File: src/ccs_pkg.sv
// shared types and constants of the crimper cylinder sequencer
package ccs_pkg;

   localparam int TIME_W    = 16;
   localparam int ELAPSED_W = 17;
   localparam int CSR_IDX_W = 3;

   // register indexes of the configuration port
   localparam logic [CSR_IDX_W-1:0] CSR_CONFIRM_TIME    = 3'd0;
   localparam logic [CSR_IDX_W-1:0] CSR_INSERT_ON_TIME  = 3'd1;
   localparam logic [CSR_IDX_W-1:0] CSR_INSERT_OFF_TIME = 3'd2;
   localparam logic [CSR_IDX_W-1:0] CSR_PRESS_ON_TIME   = 3'd3;
   localparam logic [CSR_IDX_W-1:0] CSR_HOLDOFF_TIME    = 3'd4;

   typedef enum logic [1:0] {
      OP_TICK  = 2'd0,
      OP_START = 2'd1,
      OP_STOP  = 2'd2
   } opcode_type;

   typedef enum logic [2:0] {
      PH_WAIT      = 3'd0,
      PH_CONFIRM   = 3'd1,
      PH_INS_ON    = 3'd2,
      PH_INS_OFF   = 3'd3,
      PH_PRESS_ON  = 3'd4,
      PH_PRESS_OFF = 3'd5,
      PH_REMOVED   = 3'd6,
      PH_INACTIVE  = 3'd7
   } phase_type;

   typedef struct packed {
      logic [TIME_W-1:0] confirm_time;
      logic [TIME_W-1:0] insert_on_time;
      logic [TIME_W-1:0] insert_off_time;
      logic [TIME_W-1:0] press_on_time;
      logic [TIME_W-1:0] removal_holdoff_time;
   } cfg_type;

   typedef struct packed {
      phase_type phase;
      logic      insert_valve;
      logic      main_valve;
   } result_type;

endpackage

File: src/ccs_channel_if.sv
// request and response channel interfaces of the crimper cylinder sequencer
interface ccs_req_if;
   logic       valid;
   logic       ready;
   logic [1:0] opcode;
   logic       sensor_level;

   modport source (output valid, output opcode, output sensor_level, input ready);
   modport sink   (input valid, input opcode, input sensor_level, output ready);
endinterface

interface ccs_rsp_if;
   logic       valid;
   logic       ready;
   logic [2:0] state_code;
   logic       insert_valve;
   logic       main_valve;

   modport source (output valid, output state_code, output insert_valve,
                   output main_valve, input ready);
   modport sink   (input valid, input state_code, input insert_valve,
                   input main_valve, output ready);
endinterface

File: src/crimper_cylinder_sequencer_core.sv
// top level of the crimper cylinder sequencer
// an accepted request item passes through the input register, then the response register
// throughput: one item per cycle while the response side keeps taking items; the
//   phase update is combinational between the input and response registers
// reset: synchronous, active high; phase inactive, tick count and valves
//   cleared, timing registers zero, both channels empty
module crimper_cylinder_sequencer_core (
   input  logic                            clock,
   input  logic                            reset,
   ccs_req_if.sink                         req_if,
   ccs_rsp_if.source                       rsp_if,
   input  logic                            csr_write_enable,
   input  logic [ccs_pkg::CSR_IDX_W-1:0]   csr_index,
   input  logic [ccs_pkg::TIME_W-1:0]      csr_write_data
);
   import ccs_pkg::*;

   // input register
   logic        in_valid_ff;
   logic [1:0]  in_opcode_ff;
   logic        in_sensor_ff;

   // response register
   logic        out_valid_ff;
   result_type  out_ff;

   cfg_type     cfg;
   result_type  nxt;
   logic        advance;
   logic        req_accept;

   // the held item moves on when the response slot is free or being emptied
   assign advance    = in_valid_ff && (!out_valid_ff || rsp_if.ready);
   assign req_if.ready = !in_valid_ff || advance;
   assign req_accept = req_if.valid && req_if.ready;

   ccs_config_regs u_config (
      .clock            (clock),
      .reset            (reset),
      .csr_write_enable (csr_write_enable),
      .csr_index        (csr_index),
      .csr_write_data   (csr_write_data),
      .cfg              (cfg)
   );

   // phase state commits only when the item moves into the response slot
   ccs_phase_engine u_engine (
      .clock        (clock),
      .reset        (reset),
      .step         (advance),
      .opcode       (in_opcode_ff),
      .sensor_level (in_sensor_ff),
      .cfg          (cfg),
      .nxt          (nxt)
   );

   // input register control
   always_ff @(posedge clock) begin
      if (reset) begin
         in_valid_ff <= 1'b0;
      end else if (req_if.ready) begin
         in_valid_ff <= req_if.valid;
      end
   end

   // input payload, no reset needed
   always_ff @(posedge clock) begin
      if (req_accept) begin
         in_opcode_ff <= req_if.opcode;
         in_sensor_ff <= req_if.sensor_level;
      end
   end

   // response register control
   always_ff @(posedge clock) begin
      if (reset) begin
         out_valid_ff <= 1'b0;
      end else if (advance) begin
         out_valid_ff <= 1'b1;
      end else if (rsp_if.ready) begin
         out_valid_ff <= 1'b0;
      end
   end

   // response payload
   always_ff @(posedge clock) begin
      if (advance) begin
         out_ff <= nxt;
      end
   end

   assign rsp_if.valid        = out_valid_ff;
   assign rsp_if.state_code   = out_ff.phase;
   assign rsp_if.insert_valve = out_ff.insert_valve;
   assign rsp_if.main_valve   = out_ff.main_valve;

   // a held item that cannot move on must still be held next cycle
   a_hold_item: assert property (@(posedge clock) disable iff (reset)
      in_valid_ff && !advance |=> in_valid_ff)
      else $error("held request item dropped");

   // a stop always shows inactive in its response
   a_stop_inactive: assert property (@(posedge clock) disable iff (reset)
      advance && (in_opcode_ff == OP_STOP) |=> rsp_if.state_code == PH_INACTIVE)
      else $error("stop did not reach inactive");

   // a start always shows wait in its response
   a_start_wait: assert property (@(posedge clock) disable iff (reset)
      advance && (in_opcode_ff == OP_START) |=> rsp_if.state_code == PH_WAIT)
      else $error("start did not reach wait");

endmodule

File: src/ccs_config_regs.sv
// configuration registers of the crimper cylinder sequencer
module ccs_config_regs (
   input  logic                            clock,
   input  logic                            reset,
   input  logic                            csr_write_enable,
   input  logic [ccs_pkg::CSR_IDX_W-1:0]   csr_index,
   input  logic [ccs_pkg::TIME_W-1:0]      csr_write_data,
   output ccs_pkg::cfg_type                cfg
);
   import ccs_pkg::*;

   cfg_type cfg_ff;
   cfg_type cfg_in;

   always_comb begin
      cfg_in = cfg_ff;
      if (csr_write_enable) begin
         case (csr_index)
            CSR_CONFIRM_TIME:    cfg_in.confirm_time         = csr_write_data;
            CSR_INSERT_ON_TIME:  cfg_in.insert_on_time       = csr_write_data;
            CSR_INSERT_OFF_TIME: cfg_in.insert_off_time      = csr_write_data;
            CSR_PRESS_ON_TIME:   cfg_in.press_on_time        = csr_write_data;
            CSR_HOLDOFF_TIME:    cfg_in.removal_holdoff_time = csr_write_data;
            default: ;
         endcase
      end
   end

   always_ff @(posedge clock) begin
      if (reset) begin
         cfg_ff <= '0;
      end else begin
         cfg_ff <= cfg_in;
      end
   end

   assign cfg = cfg_ff;

endmodule

File: src/ccs_phase_engine.sv
// phase sequencer state and next-state logic
module ccs_phase_engine (
   input  logic                 clock,
   input  logic                 reset,
   input  logic                 step,
   input  logic [1:0]           opcode,
   input  logic                 sensor_level,
   input  ccs_pkg::cfg_type     cfg,
   output ccs_pkg::result_type  nxt
);
   import ccs_pkg::*;

   phase_type              phase_ff, phase_in;
   logic [ELAPSED_W-1:0]   elapsed_ff, elapsed_in, elapsed_inc;
   logic                   insert_ff, insert_in;
   logic                   press_ff, press_in;
   logic                   present;

   // saturating tick count
   assign elapsed_inc = (elapsed_ff == '1) ? elapsed_ff : elapsed_ff + 1'b1;
   assign present     = ~sensor_level;

   always_comb begin
      phase_in   = phase_ff;
      elapsed_in = elapsed_ff;
      insert_in  = insert_ff;
      press_in   = press_ff;
      case (opcode)
         OP_TICK: begin
            elapsed_in = elapsed_inc;
            case (phase_ff)
               PH_WAIT: begin
                  if (present) begin
                     phase_in   = PH_CONFIRM;
                     elapsed_in = '0;
                  end
               end
               PH_CONFIRM: begin
                  if (!present) begin
                     phase_in   = PH_WAIT;
                     elapsed_in = '0;
                  end else if (elapsed_inc > {1'b0, cfg.confirm_time}) begin
                     insert_in  = 1'b1;
                     phase_in   = PH_INS_ON;
                     elapsed_in = '0;
                  end
               end
               PH_INS_ON: begin
                  if (elapsed_inc > {1'b0, cfg.insert_on_time}) begin
                     insert_in  = 1'b0;
                     phase_in   = PH_INS_OFF;
                     elapsed_in = '0;
                  end
               end
               PH_INS_OFF: begin
                  if (elapsed_inc > {1'b0, cfg.insert_off_time}) begin
                     press_in   = 1'b1;
                     phase_in   = PH_PRESS_ON;
                     elapsed_in = '0;
                  end
               end
               PH_PRESS_ON: begin
                  if (elapsed_inc > {1'b0, cfg.press_on_time}) begin
                     press_in   = 1'b0;
                     phase_in   = PH_PRESS_OFF;
                     elapsed_in = '0;
                  end
               end
               PH_PRESS_OFF: begin
                  // part pulled out once the sensor reads high
                  if (sensor_level) begin
                     phase_in   = PH_REMOVED;
                     elapsed_in = '0;
                  end
               end
               PH_REMOVED: begin
                  if (elapsed_inc > {1'b0, cfg.removal_holdoff_time}) begin
                     phase_in   = PH_WAIT;
                     elapsed_in = '0;
                  end
               end
               default: begin
                  // inactive re-enters itself on every tick
                  phase_in   = PH_INACTIVE;
                  elapsed_in = '0;
               end
            endcase
         end
         OP_START: begin
            phase_in   = PH_WAIT;
            elapsed_in = '0;
         end
         OP_STOP: begin
            phase_in   = PH_INACTIVE;
            elapsed_in = '0;
         end
         default: ;
      endcase
   end

   always_ff @(posedge clock) begin
      if (reset) begin
         phase_ff   <= PH_INACTIVE;
         elapsed_ff <= '0;
         insert_ff  <= 1'b0;
         press_ff   <= 1'b0;
      end else if (step) begin
         phase_ff   <= phase_in;
         elapsed_ff <= elapsed_in;
         insert_ff  <= insert_in;
         press_ff   <= press_in;
      end
   end

   assign nxt.phase        = phase_in;
   assign nxt.insert_valve = insert_in;
   assign nxt.main_valve   = press_in;

endmodule

File: src/flat_wrapper.sv
// flat-port wrapper written by rule: the top's interface ports become plain ports
module crimper_cylinder_sequencer_core_flat import ccs_pkg::*;
  (clock, reset, csr_write_enable, csr_index, csr_write_data, req_if_valid, req_if_opcode, req_if_sensor_level, req_if_ready, rsp_if_valid, rsp_if_state_code, rsp_if_insert_valve, rsp_if_main_valve, rsp_if_ready);
  ccs_req_if req_if_i ();
  ccs_rsp_if rsp_if_i ();
  input  logic clock;
  input  logic reset;
  input  logic csr_write_enable;
  input  logic [ccs_pkg::CSR_IDX_W-1:0] csr_index;
  input  logic [ccs_pkg::TIME_W-1:0] csr_write_data;
  input wire logic [$bits(req_if_i.valid)-1:0] req_if_valid;
  input wire logic [$bits(req_if_i.opcode)-1:0] req_if_opcode;
  input wire logic [$bits(req_if_i.sensor_level)-1:0] req_if_sensor_level;
  output wire logic [$bits(req_if_i.ready)-1:0] req_if_ready;
  output wire logic [$bits(rsp_if_i.valid)-1:0] rsp_if_valid;
  output wire logic [$bits(rsp_if_i.state_code)-1:0] rsp_if_state_code;
  output wire logic [$bits(rsp_if_i.insert_valve)-1:0] rsp_if_insert_valve;
  output wire logic [$bits(rsp_if_i.main_valve)-1:0] rsp_if_main_valve;
  input wire logic [$bits(rsp_if_i.ready)-1:0] rsp_if_ready;
  assign req_if_i.valid = req_if_valid;
  assign req_if_i.opcode = req_if_opcode;
  assign req_if_i.sensor_level = req_if_sensor_level;
  assign req_if_ready = req_if_i.ready;
  assign rsp_if_valid = rsp_if_i.valid;
  assign rsp_if_state_code = rsp_if_i.state_code;
  assign rsp_if_insert_valve = rsp_if_i.insert_valve;
  assign rsp_if_main_valve = rsp_if_i.main_valve;
  assign rsp_if_i.ready = rsp_if_ready;
  crimper_cylinder_sequencer_core u_core (.clock(clock), .reset(reset), .req_if(req_if_i), .rsp_if(rsp_if_i), .csr_write_enable(csr_write_enable), .csr_index(csr_index), .csr_write_data(csr_write_data));
endmodule
File: config.mk
export PLATFORM = sky130hd
export DESIGN_NAME = crimper_cylinder_sequencer_core_flat
export DESIGN_NICKNAME = d
export VERILOG_FILES = /design/src/ccs_pkg.sv /design/src/ccs_channel_if.sv /design/src/crimper_cylinder_sequencer_core.sv /design/src/ccs_config_regs.sv /design/src/ccs_phase_engine.sv /design/src/flat_wrapper.sv
export SDC_FILE = /design/constraint.sdc
export NUM_CORES = 1
export LEC_CHECK = 0
export CAP_MARGIN = 15
export CORE_ASPECT_RATIO = 1.1
export CORE_UTILIZATION = 45
export CTS_CLUSTER_DIAMETER = 200
export CTS_CLUSTER_SIZE = 16
export DETAILED_ROUTE_END_ITERATION = 7
export DONT_BUFFER_PORTS = 1
export PLACE_DENSITY = 0.64
export SLEW_MARGIN = 5
export SYNTH_ARGS = -nofsm -noshare
export SYNTH_HDL_FRONTEND = slang
export SYNTH_SLANG_ARGS = --single-unit
export TNS_END_PERCENT = 50
File: constraint.sdc
create_clock -name clock -period 6.2 [get_ports clock]
set_input_delay 1.24 -clock clock [delete_from_list [all_inputs] [get_ports clock]]
set_output_delay 1.24 -clock clock [all_outputs]
set_load 0.005 [all_outputs]
* Word-level counts from Yosys, hierarchy flattened
Index checks and enable logic that the tools add are counted.
** Operators by class
- Add/subtract/negate cells :: 1
- Equality and inequality tests :: 13
- Multiply operators :: 0
- Divide/modulo/power cells :: 0
- $lt $le $gt $ge :: 5
- Reductions and logical operators :: 18
- Multiplexer cells :: 32
- Shift-type cells :: 0
- Bitwise operators :: 0
** Operator list (number)
- 17-bit 2-to-1 mux :: 9
- 17-bit case mux with 7 select lines :: 1
- 17-bit by 16-bit > comparator with 1-bit output :: 5
- 17-bit case mux with 2 select lines :: 1
- 3-bit 2-to-1 mux :: 8
- 3-bit case mux with 7 select lines :: 1
- 17-bit by 1-bit adder with 17-bit output, second input constant :: 1
- 17-bit equality test, second input constant :: 1
- 3-bit by 2-bit equality test with 1-bit output, second input constant :: 4
- 3-bit equality test, second input constant :: 4
- 2-bit AND reduction :: 6
- 1-bit 2-to-1 mux :: 9
- 3-bit case mux with 3 select lines :: 1
- 3-bit by 1-bit equality test with 1-bit output, second input constant :: 2
- 3-bit logical NOT :: 2
- 1-bit case mux with 2 select lines :: 2
- 2-bit nonzero test :: 2
- 2-bit by 1-bit equality test with 1-bit output, second input constant :: 1
- 2-bit equality test, second input constant :: 1
- 1-bit logical AND :: 2
- 1-bit logical NOT :: 2
- 2-bit logical NOT :: 1
- 1-bit logical OR :: 2
- 2-bit OR reduction :: 1
** Storage, ports and cells
- Bits in registers :: 112
- Logic and storage cells :: 85
- Output and inout bits :: 7
- RAM bits :: 0
- Latch bits :: 0
- Bits in read-only memories :: 0
- Input bits :: 27
- Memories kept :: 0

* Depth between registers and ports, before layout
Gate-level depths: netlist of run 1.
- Depth after elaboration :: 7
- Gate-level depth with buffers :: 19
- Depth with buffers taken out :: 18

* Hierarchy
A second synthesis of run 1 with hierarchy kept.
** Unflattened totals
- Cells, all modules :: 782
- Area total of the unflattened synthesis :: 7091.8 um^2
** Modules (own cells, without submodules)
- ccs_phase_engine :: area an instance 3562.2 um^2, sequential area each 440.4 um^2, instances 1, cells each 482
- ccs_config_regs :: area an instance 3185.6 um^2, sequential area each 1601.5 um^2, instances 1, cells each 282
- crimper_cylinder_sequencer_core :: area an instance 344.1 um^2, sequential area each 280.3 um^2, instances 1, cells each 18

* Worst setup path before layout of run 1
No wires, ideal clock.
- Path kind :: reg2reg
- From :: reg u_core.u_engine.elapsed_ff[4]
- To :: reg u_core.u_engine.elapsed_ff[16]
- Buffers on the path :: 2
- Slack :: 2362 ps
- Data required time :: 6122 ps
- Stages on the path, launching flop included :: 19
- Data arrival time :: 3761 ps
- Library setup time :: 78 ps
- Period minus slack after synthesis :: 3838 ps
- Path through :: dfxtp_1 > clkbuf_1 > nand4_1 > nor4_1 > a21oi_1 > nand2_1 > nor2_1 > xor2_1 > ha_1 > nand3_1 > nand2_1 > a2111oi_0 > o41ai_2 > a2111oi_2 > o31ai_2 > nand3_2 > buf_6 > a21oi_1 > nor3_1
** On the way
- Cells in the longest elaborated chain, start to end :: 7
- Elaborated cells between the ends (all ways) :: 18
- Classes of those cells :: 1 x add/sub; 5 x order compare; 1 x eq/ne; 11 x mux
** Ends and longest elaborated chain
- start: declaration :: RTL line ccs_phase_engine.sv:14 : logic [ELAPSED_W-1:0] elapsed_ff, elapsed_in, elapsed_inc;
- start signal: assignment :: RTL line ccs_phase_engine.sv:109 : elapsed_ff <= elapsed_in;
- 17-bit by 1-bit adder with 17-bit output / 17-bit equality test (equally long branches) :: RTL line ccs_phase_engine.sv:20 : assign elapsed_inc = (elapsed_ff == '1) ? elapsed_ff : elapsed_ff + 1'b1;
- 17-bit 2-to-1 mux (*) :: RTL line ccs_phase_engine.sv:20
- 17-bit by 16-bit > comparator with 1-bit output :: RTL line ccs_phase_engine.sv:42 : end else if (elapsed_inc > {1'b0, cfg.confirm_time}) begin
- 17-bit 2-to-1 mux :: RTL line ccs_phase_engine.sv:42
- 17-bit 2-to-1 mux :: RTL line ccs_phase_engine.sv:39 : if (!present) begin
- 17-bit case mux with 7 select lines (*) :: RTL line ccs_phase_engine.sv:31 : case (phase_ff)
- 17-bit case mux with 2 select lines (*) :: RTL line ccs_phase_engine.sv:28 : case (opcode)
Every way passes the cells marked *; elsewhere a longest branch is shown, timed or not.
A chain may end at the register's enable or synchronous reset.

==> impl_metrics.csv, run 1 <==
group,metric,value,unit
run_status,status,"complete, no violations",
cells_and_area,layout_common_cells,"nand2_1, a21oi_1, dfxtp_1, inv_1, ha_1",
drt,final_antenna_net_count,0,
floorplanning,num_rows,46,
timing,grt_setup_unrepaired,"false",
critical_path,required,6420,ps
synth,synth_adder_area_share,0.157,
floorplanning,die_width,118,microns
drt,vias,5876,
floorplanning,dieArea,15400,sq um
floorplanning,die_y,130,microns
place,port_buffers,0,
synth,syn-num-nets,981,
drt,drc,0,
synth,synth-seq-cells,112,
timing,relSlewSlack,0.360,
min_path,min-delay-path-class,"flip-flop to flip-flop",
drt,drt_iter0_drc,506,
cells_and_area,syn_to_final_growth,5.78,%
global_route,grt_overflow,0,
synth,synth-main-ff-cell,"dfxtp_1",
drt,highest_layer,"met4",
clocking,clkSinkCount,112,
synth,ys_seq_area_frac,0.346,
place,gp_congestion,0.875,
pwr,netSwitchingFraction,0.275,
global_route,grt_pass1_vias,5473,
synth,synth_cells,870,
synth,synthMuxAreaShare,0.00317,
clocking,cts.clk_slew.worst_paths,80,ps
timing,fmaxAchievable,199,MHz
synth,synthArstFlopShare,0,
pwr,power_frac_seq,0.501,
synth,yosysWarnings,0,
drt,routed-wl-met3,626,microns
place,hpwlAfterDp,12500,microns
drt,vias_per_cell,5.62,
pwr,ir_drop,0.000146,V
pwr,p_per_area,214,nW/um^2
synth,synth-simple-area-share,0.213,
timing,tightest_slew,936,ps
clocking,cts_buffers,9,
synth,syn_area_per_cell,7.71,sq um
timing,fin_crit,5010,ps
critical_path,r2r-end,"u_core.rsp_if.state_code[1]",
synth,synth_cell_type_count,55,
clocking,hold_buffers,0,
synth,synth-compound-area-share,0.185,
global_route,antenna_found_initial,0,
clocking,htreeDepth,3,
critical_path,cp.arrival,5230,ps
timing,setup_tns,0,ps
synth,synth-edff-count,8,
critical_path,startpoint_type,"flip-flop",
timing,final.period_utilization,0.809,
pwr,internal_power,1.10,mW
pwr,power.leakage,2.67,nW
timing,finalHoldViolCount,0,
cells_and_area,diodes,0,
timing,finClkSkew,9.66,ps
place,dp.cells,1029,
floorplanning,initial_core_util,0.462,
min_path,holdCritStartpoint,"u_core.u_config.cfg[68]",
pwr,combinationalPowerShare,0.127,
drt,drt_pass1_iterations,5,
drt,wl,17500,microns
global_route,grt_pass1_wl,28300,microns
clocking,clk_latency,360,ps
cells_and_area,final_common_cell,"nand2_1",
timing,finalSetupViolCount,0,
synth,syn_area,6710,sq um
synth,synth_top_family_by_area,"simple AND/OR/NAND/NOR gates",
cells_and_area,final_nets,959,
cells_and_area,fin_cells,1045,
clocking,clockRootBuffer,"clkbuf_16",
job,cap_viol_max_count,0,
critical_path,path_class,"flip-flop to flip-flop",
min_path,hold_depth,2,
drt,wl_met1,8030,microns
drt,wl_per_cell,16.7,microns
global_route,grt_usage,0.237,
drt,wl_met2,8480,microns
clocking,clock_path_buffers,2,
critical_path,reg2reg_slack,1190,ps
clocking,cts.repair.resized,0,
timing,slew_violations,0,
cells_and_area,drive_gt1_frac,0.0410,
global_route,grt_max_degree,106,
clocking,cts_setup_buffers,0,
pwr,clkPwrFrac,0.372,
critical_path,reg2reg_depth,15,
critical_path,critPathMaxFanout,8,
floorplanning,ioPinCount,34,
min_path,hold-path-endpoint,"u_core.u_config.cfg[68]",
floorplanning,core,14500,sq um
critical_path,end_kind,"flip-flop",
synth,synth_xor_area_frac,0.0196,
critical_path,rr_startpoint,"u_core.u_engine.elapsed_ff[4]",
clocking,cts_tree,"built",
pwr,p_switching,0.419,mW
stage by stage:
step / area (sq um) / hold slack [ps] / utilization / total power, mW / setup WS [ps]
CTS: 7100 / 451 / 0.489 / 1.54 / 1280
global placement: 6810 / 438 / 0.470 / 0.969 / 1380
detailed placement: 6810 / 440 / 0.470 / 0.970 / 1350
finish: 7100 / 455 / 0.489 / 1.52 / 1190
global route: 7100 / 466 / 0.489 / 1.59 / 716
floorplan: 6710 / 436 / - / 0.927 / 2360
final cells by class:
cell class | instances | area, sq um
Inverter | 90 | 338
Multi-Input combinational cell | 630 | 3870
Tap cell | 192 | 240
Sequential cell | 112 | 2320
Fill cell | 1497 | 7410
Clock buffer | 10 | 239
Clock inverter | 6 | 43.8
Timing Repair Buffer | 5 | 37.5
worst max-delay path, cell delays in order, from the launching register on:
cell and delay, ps:
dfxtp_1 470, nand4_1 230, nor4_1 500, nand2_1 210, and3_1 230, nor2_1 440, ha_1 350, a21oi_1 130
o21ai_0 110, a2111oi_0 860, a211oi_1 290, o21ai_0 270, a21oi_1 130, a2111oi_2 450, nor2_1 90, a21oi_1 120
power groups by stage:
stage	Sequential [mW]	Combinational (mW)	Clock, mW
floorplan	0.771	0.157	0
CTS	0.761	0.194	0.580
global placement	0.778	0.191	0
detailed placement	0.778	0.192	0
finish	0.762	0.193	0.566
global route	0.764	0.216	0.611
layer usage:
layer	up-vias	GRT usage
met5	-	0
met4	0	0.0767
met3	25	0.0376
met2	133	0.410
met1	2758	0.304
li1	2960	-
synth_stat cells (all sizes together) (6+ instances only):
| cell type | number | area (sq um) |
|---|---|---|
| nor2 | 47 | 176 |
| nand4 | 19 | 119 |
| buf | 7 | 56.3 |
| a31oi | 16 | 100 |
| nand2 | 183 | 687 |
| a211oi | 8 | 60.1 |
| clkbuf | 31 | 116 |
| edfxtp | 8 | 240 |
| a21oi | 120 | 601 |
| a32oi | 11 | 96.3 |
| ha | 84 | 1050 |
| and3 | 7 | 43.8 |
| dfxtp | 104 | 2080 |
| a2111oi | 7 | 73.8 |
| nor3 | 15 | 80.1 |
| inv | 89 | 334 |
| xnor2 | 11 | 96.3 |
| nor4 | 6 | 37.5 |
| o21ai | 20 | 100 |
| nand3 | 21 | 115 |
| or2 | 6 | 37.5 |
cells by family (layout without fill, tap and decap cells):
family                   count (synthesis)  after routing
XOR/XNOR                                15             15
AO/OA/AOI/OAI                          205            205
adder cells (fa/ha/maj)                 84             84
AND/OR/NAND/NOR                        324            324
flip-flops                             112            112
multiplexers                             2              2
buffers and inverters                  128            111
registers in the layout (all words and copies together) (netlist names):
| register | count |
|---|---|
| u_core.u_engine.press_ff | 1 |
| u_core.u_engine.elapsed_ff | 17 |
| u_core.u_engine.phase_ff | 3 |
| u_core.in_valid_ff | 1 |
| u_core.u_engine.insert_ff | 1 |
| u_core.rsp_if.main_valve | 1 |
| u_core.in_sensor_ff | 1 |
| u_core.rsp_if.insert_valve | 1 |
| u_core.rsp_if.state_code | 3 |
| u_core.rsp_if.valid | 1 |
| u_core.in_opcode_ff | 2 |
| u_core.u_config.cfg | 80 |
worst max path at each step:
stage                                           to                           from  slack (ps)
floorplan           u_core.u_engine.elapsed_ff[16]  u_core.u_engine.elapsed_ff[4]        2360
global placement     u_core.u_engine.elapsed_ff[3]  u_core.u_engine.elapsed_ff[4]        1380
detailed placement   u_core.u_engine.elapsed_ff[6]  u_core.u_engine.elapsed_ff[0]        1350
CTS                    u_core.rsp_if.state_code[1]  u_core.u_engine.elapsed_ff[4]        1280
global route         u_core.u_engine.elapsed_ff[9]  u_core.u_engine.elapsed_ff[0]         720
finish                 u_core.rsp_if.state_code[1]  u_core.u_engine.elapsed_ff[4]        1190
Power figures use the tool's default switching activity.
==> run 2: changes to the inputs <==
--- a/config.mk
+++ b/config.mk
@@ -12,7 +12,7 @@
 export CTS_CLUSTER_SIZE = 16
 export DETAILED_ROUTE_END_ITERATION = 7
 export DONT_BUFFER_PORTS = 1
-export PLACE_DENSITY = 0.64
+export PLACE_DENSITY = 0.66
 export SLEW_MARGIN = 5
 export SYNTH_ARGS = -nofsm -noshare
 export SYNTH_HDL_FRONTEND = slang
==> constraint.sdc (replaced) <==
create_clock -name clock -period 4.3 [get_ports clock]
set_input_delay 0.86 -clock clock [delete_from_list [all_inputs] [get_ports clock]]
set_output_delay 0.86 -clock clock [all_outputs]
set_load 0.005 [all_outputs]
==> impl_metrics.csv, run 2 (synthesis gave the netlist of run 1 again) <==
group,metric,value,unit
cells_and_area,final_util,0.523,
min_path,min-delay-path-class,"flip-flop to flip-flop",
clocking,clock_path_buffers,2,
drt,drc,0,
critical_path,end_kind,"flip-flop",
min_path,holdCritStartpoint,"u_core.u_config.cfg[3]",
floorplanning,die_width,118,microns
floorplanning,num_rows,46,
critical_path,rr_startpoint,"u_core.u_engine.elapsed_ff[7]",
global_route,antenna_found_initial,0,
drt,vias_per_cell,5.58,
global_route,grt_overflow,0,
critical_path,path_class,"flip-flop to flip-flop",
pwr,power_frac_seq,0.482,
pwr,ir_drop,0.000208,V
cells_and_area,final_nets,991,
min_path,hold-path-endpoint,"u_core.u_config.cfg[3]",
cells_and_area,multi_input_area,4090,sq um
place,port_buffers,0,
critical_path,startpoint_type,"flip-flop",
global_route,grt_pass1_wl,28300,microns
place,place_ws,-75.3,ps
timing,fmaxAchievable,244,MHz
run_status,status,"complete, no violations",
job,cap_viol_max_count,0,
clocking,cts_buffers,9,
pwr,netSwitchingFraction,0.269,
pwr,internal_power,1.66,mW
drt,wl,17900,microns
timing,setup_slack,198,ps
drt,drt_pass1_iterations,6,
clocking,cts.clk_slew.worst_paths,70,ps
critical_path,reg2reg_depth,16,
clocking,htreeDepth,3,
drt,wl_per_cell,16.6,microns
place,gp_congestion,0.898,
cells_and_area,n_fill_cell,1449,
timing,relSlewSlack,0.359,
pwr,power.leakage,2.93,nW
critical_path,required,4520,ps
cells_and_area,seq_area,2330,sq um
timing,fin_crit,4100,ps
critical_path,critPathMaxFanout,5,
pwr,p_switching,0.612,mW
pwr,p_per_area,300,nW/um^2
drt,drt_iter0_drc,498,
place,hpwlAfterDp,12600,microns
place,dp.cells,1053,
cells_and_area,fin_cells,1077,
floorplanning,core,14500,sq um
cells_and_area,layout_common_cells,"nand2_1, a21oi_1, dfxtp_1, inv_1, ha_1",
drt,vias,6011,
global_route,grt_max_degree,106,
cells_and_area,drive_gt1_frac,0.114,
critical_path,reg2reg_slack,200,ps
timing,tightest_slew,959,ps
floorplanning,dieArea,15400,sq um
cells_and_area,syn_to_final_growth,13.2,%
timing,slew_violations,0,
timing,setup_tns,0,ps
min_path,hold_depth,2,
global_route,grt_usage,0.237,
clocking,clkSinkCount,112,
drt,final_antenna_net_count,0,
timing,finClkSkew,7.26,ps
clocking,cts_tree,"built",
pwr,clkPwrFrac,0.367,
clocking,clockRootBuffer,"clkbuf_16",
cells_and_area,final_common_cell,"nand2_1",
timing,final.period_utilization,0.954,
critical_path,cp.arrival,4320,ps
clocking,clk_latency,360,ps
global_route,grt_pass1_vias,5465,
timing,finalSetupViolCount,0,
cells_and_area,diodes,0,
critical_path,r2r-end,"u_core.rsp_if.state_code[1]",
timing,finalHoldViolCount,0,
pwr,combinationalPowerShare,0.150,
cells_and_area,largest_register_ffs,80,
timing,hold_ws,454,ps
floorplanning,initial_core_util,0.462,
floorplanning,ioPinCount,34,
floorplanning,die_y,130,microns
clocking,hold_buffers,0,
[run 2: routing by layer]
metal  track usage  part of all wire  vias to the layer above
met2         0.398              0.47                      136
li1              -                 -                     3014
met5             0                 0                        -
met1         0.304              0.46                     2830
met3        0.0402             0.044                       31
met4        0.0953             0.022                        0
[run 2: metrics by stage]
stage | cell area [sq um] | power [mW]
2_1_floorplan | 6710 | 1.34
3_5_place_dp | 7020 | 1.43
5_1_grt | 7590 | 2.36
4_1_cts | 7330 | 2.26
6_report | 7590 | 2.27
3_3_place_gp | 7020 | 1.43
[run 2: worst max-delay path by stage]
stage                                   from                        endpoint  cells after the start
2_1_floorplan  u_core.u_engine.elapsed_ff[4]  u_core.u_engine.elapsed_ff[16]                     18
3_3_place_gp   u_core.u_engine.elapsed_ff[0]   u_core.u_engine.elapsed_ff[3]                     18
3_5_place_dp   u_core.u_engine.elapsed_ff[0]   u_core.u_engine.elapsed_ff[4]                     18
4_1_cts        u_core.u_engine.elapsed_ff[0]   u_core.u_engine.elapsed_ff[4]                     18
5_1_grt        u_core.u_engine.elapsed_ff[0]  u_core.u_engine.elapsed_ff[10]                     18
6_report       u_core.u_engine.elapsed_ff[7]     u_core.rsp_if.state_code[1]                     16
[run 2: repair_timing]
action / 4_1_cts / 5_1_grt
setup endpoints to repair: 19 / 24
setup buffers: 0 / 8
resized for setup: 4 / 42
gates cloned: 0 / 0
pin swaps: 0 / 15
[run 2: cell type report]
| cell class | count | area share |
|---|---|---|
| Tap cell | 192 | 0.0316 |
| Clock inverter | 3 | 0.00198 |
| Sequential cell | 112 | 0.308 |
| Multi-Input combinational cell | 630 | 0.539 |
| Timing Repair Buffer | 37 | 0.0399 |
| Inverter | 90 | 0.0445 |
| Clock buffer | 13 | 0.0358 |
[run 2: power by group through the flow]
stage	clock network [mW]	logic (mW)	registers (mW)
finish	0.835	0.342	1.10
global route	0.887	0.376	1.10
CTS	0.849	0.314	1.10
detailed placement	0	0.312	1.12
global placement	0	0.311	1.12
floorplan	0	0.226	1.11
[run 2: worst max-delay path, stage by stage (launching register included)]
cell,delay (ps)
dfxtp_4,380
and4_1,250
and3_1,210
nand4_1,260
o21ai_2,280
nor3_2,80
xor2_2,340
ha_1,330
a21oi_1,150
nor2b_1,50
a2111oi_0,490
a31oi_2,220
nor2_1,170
nor3_1,90
a2111oi_2,440
nor2_1,90
a21oi_1,120
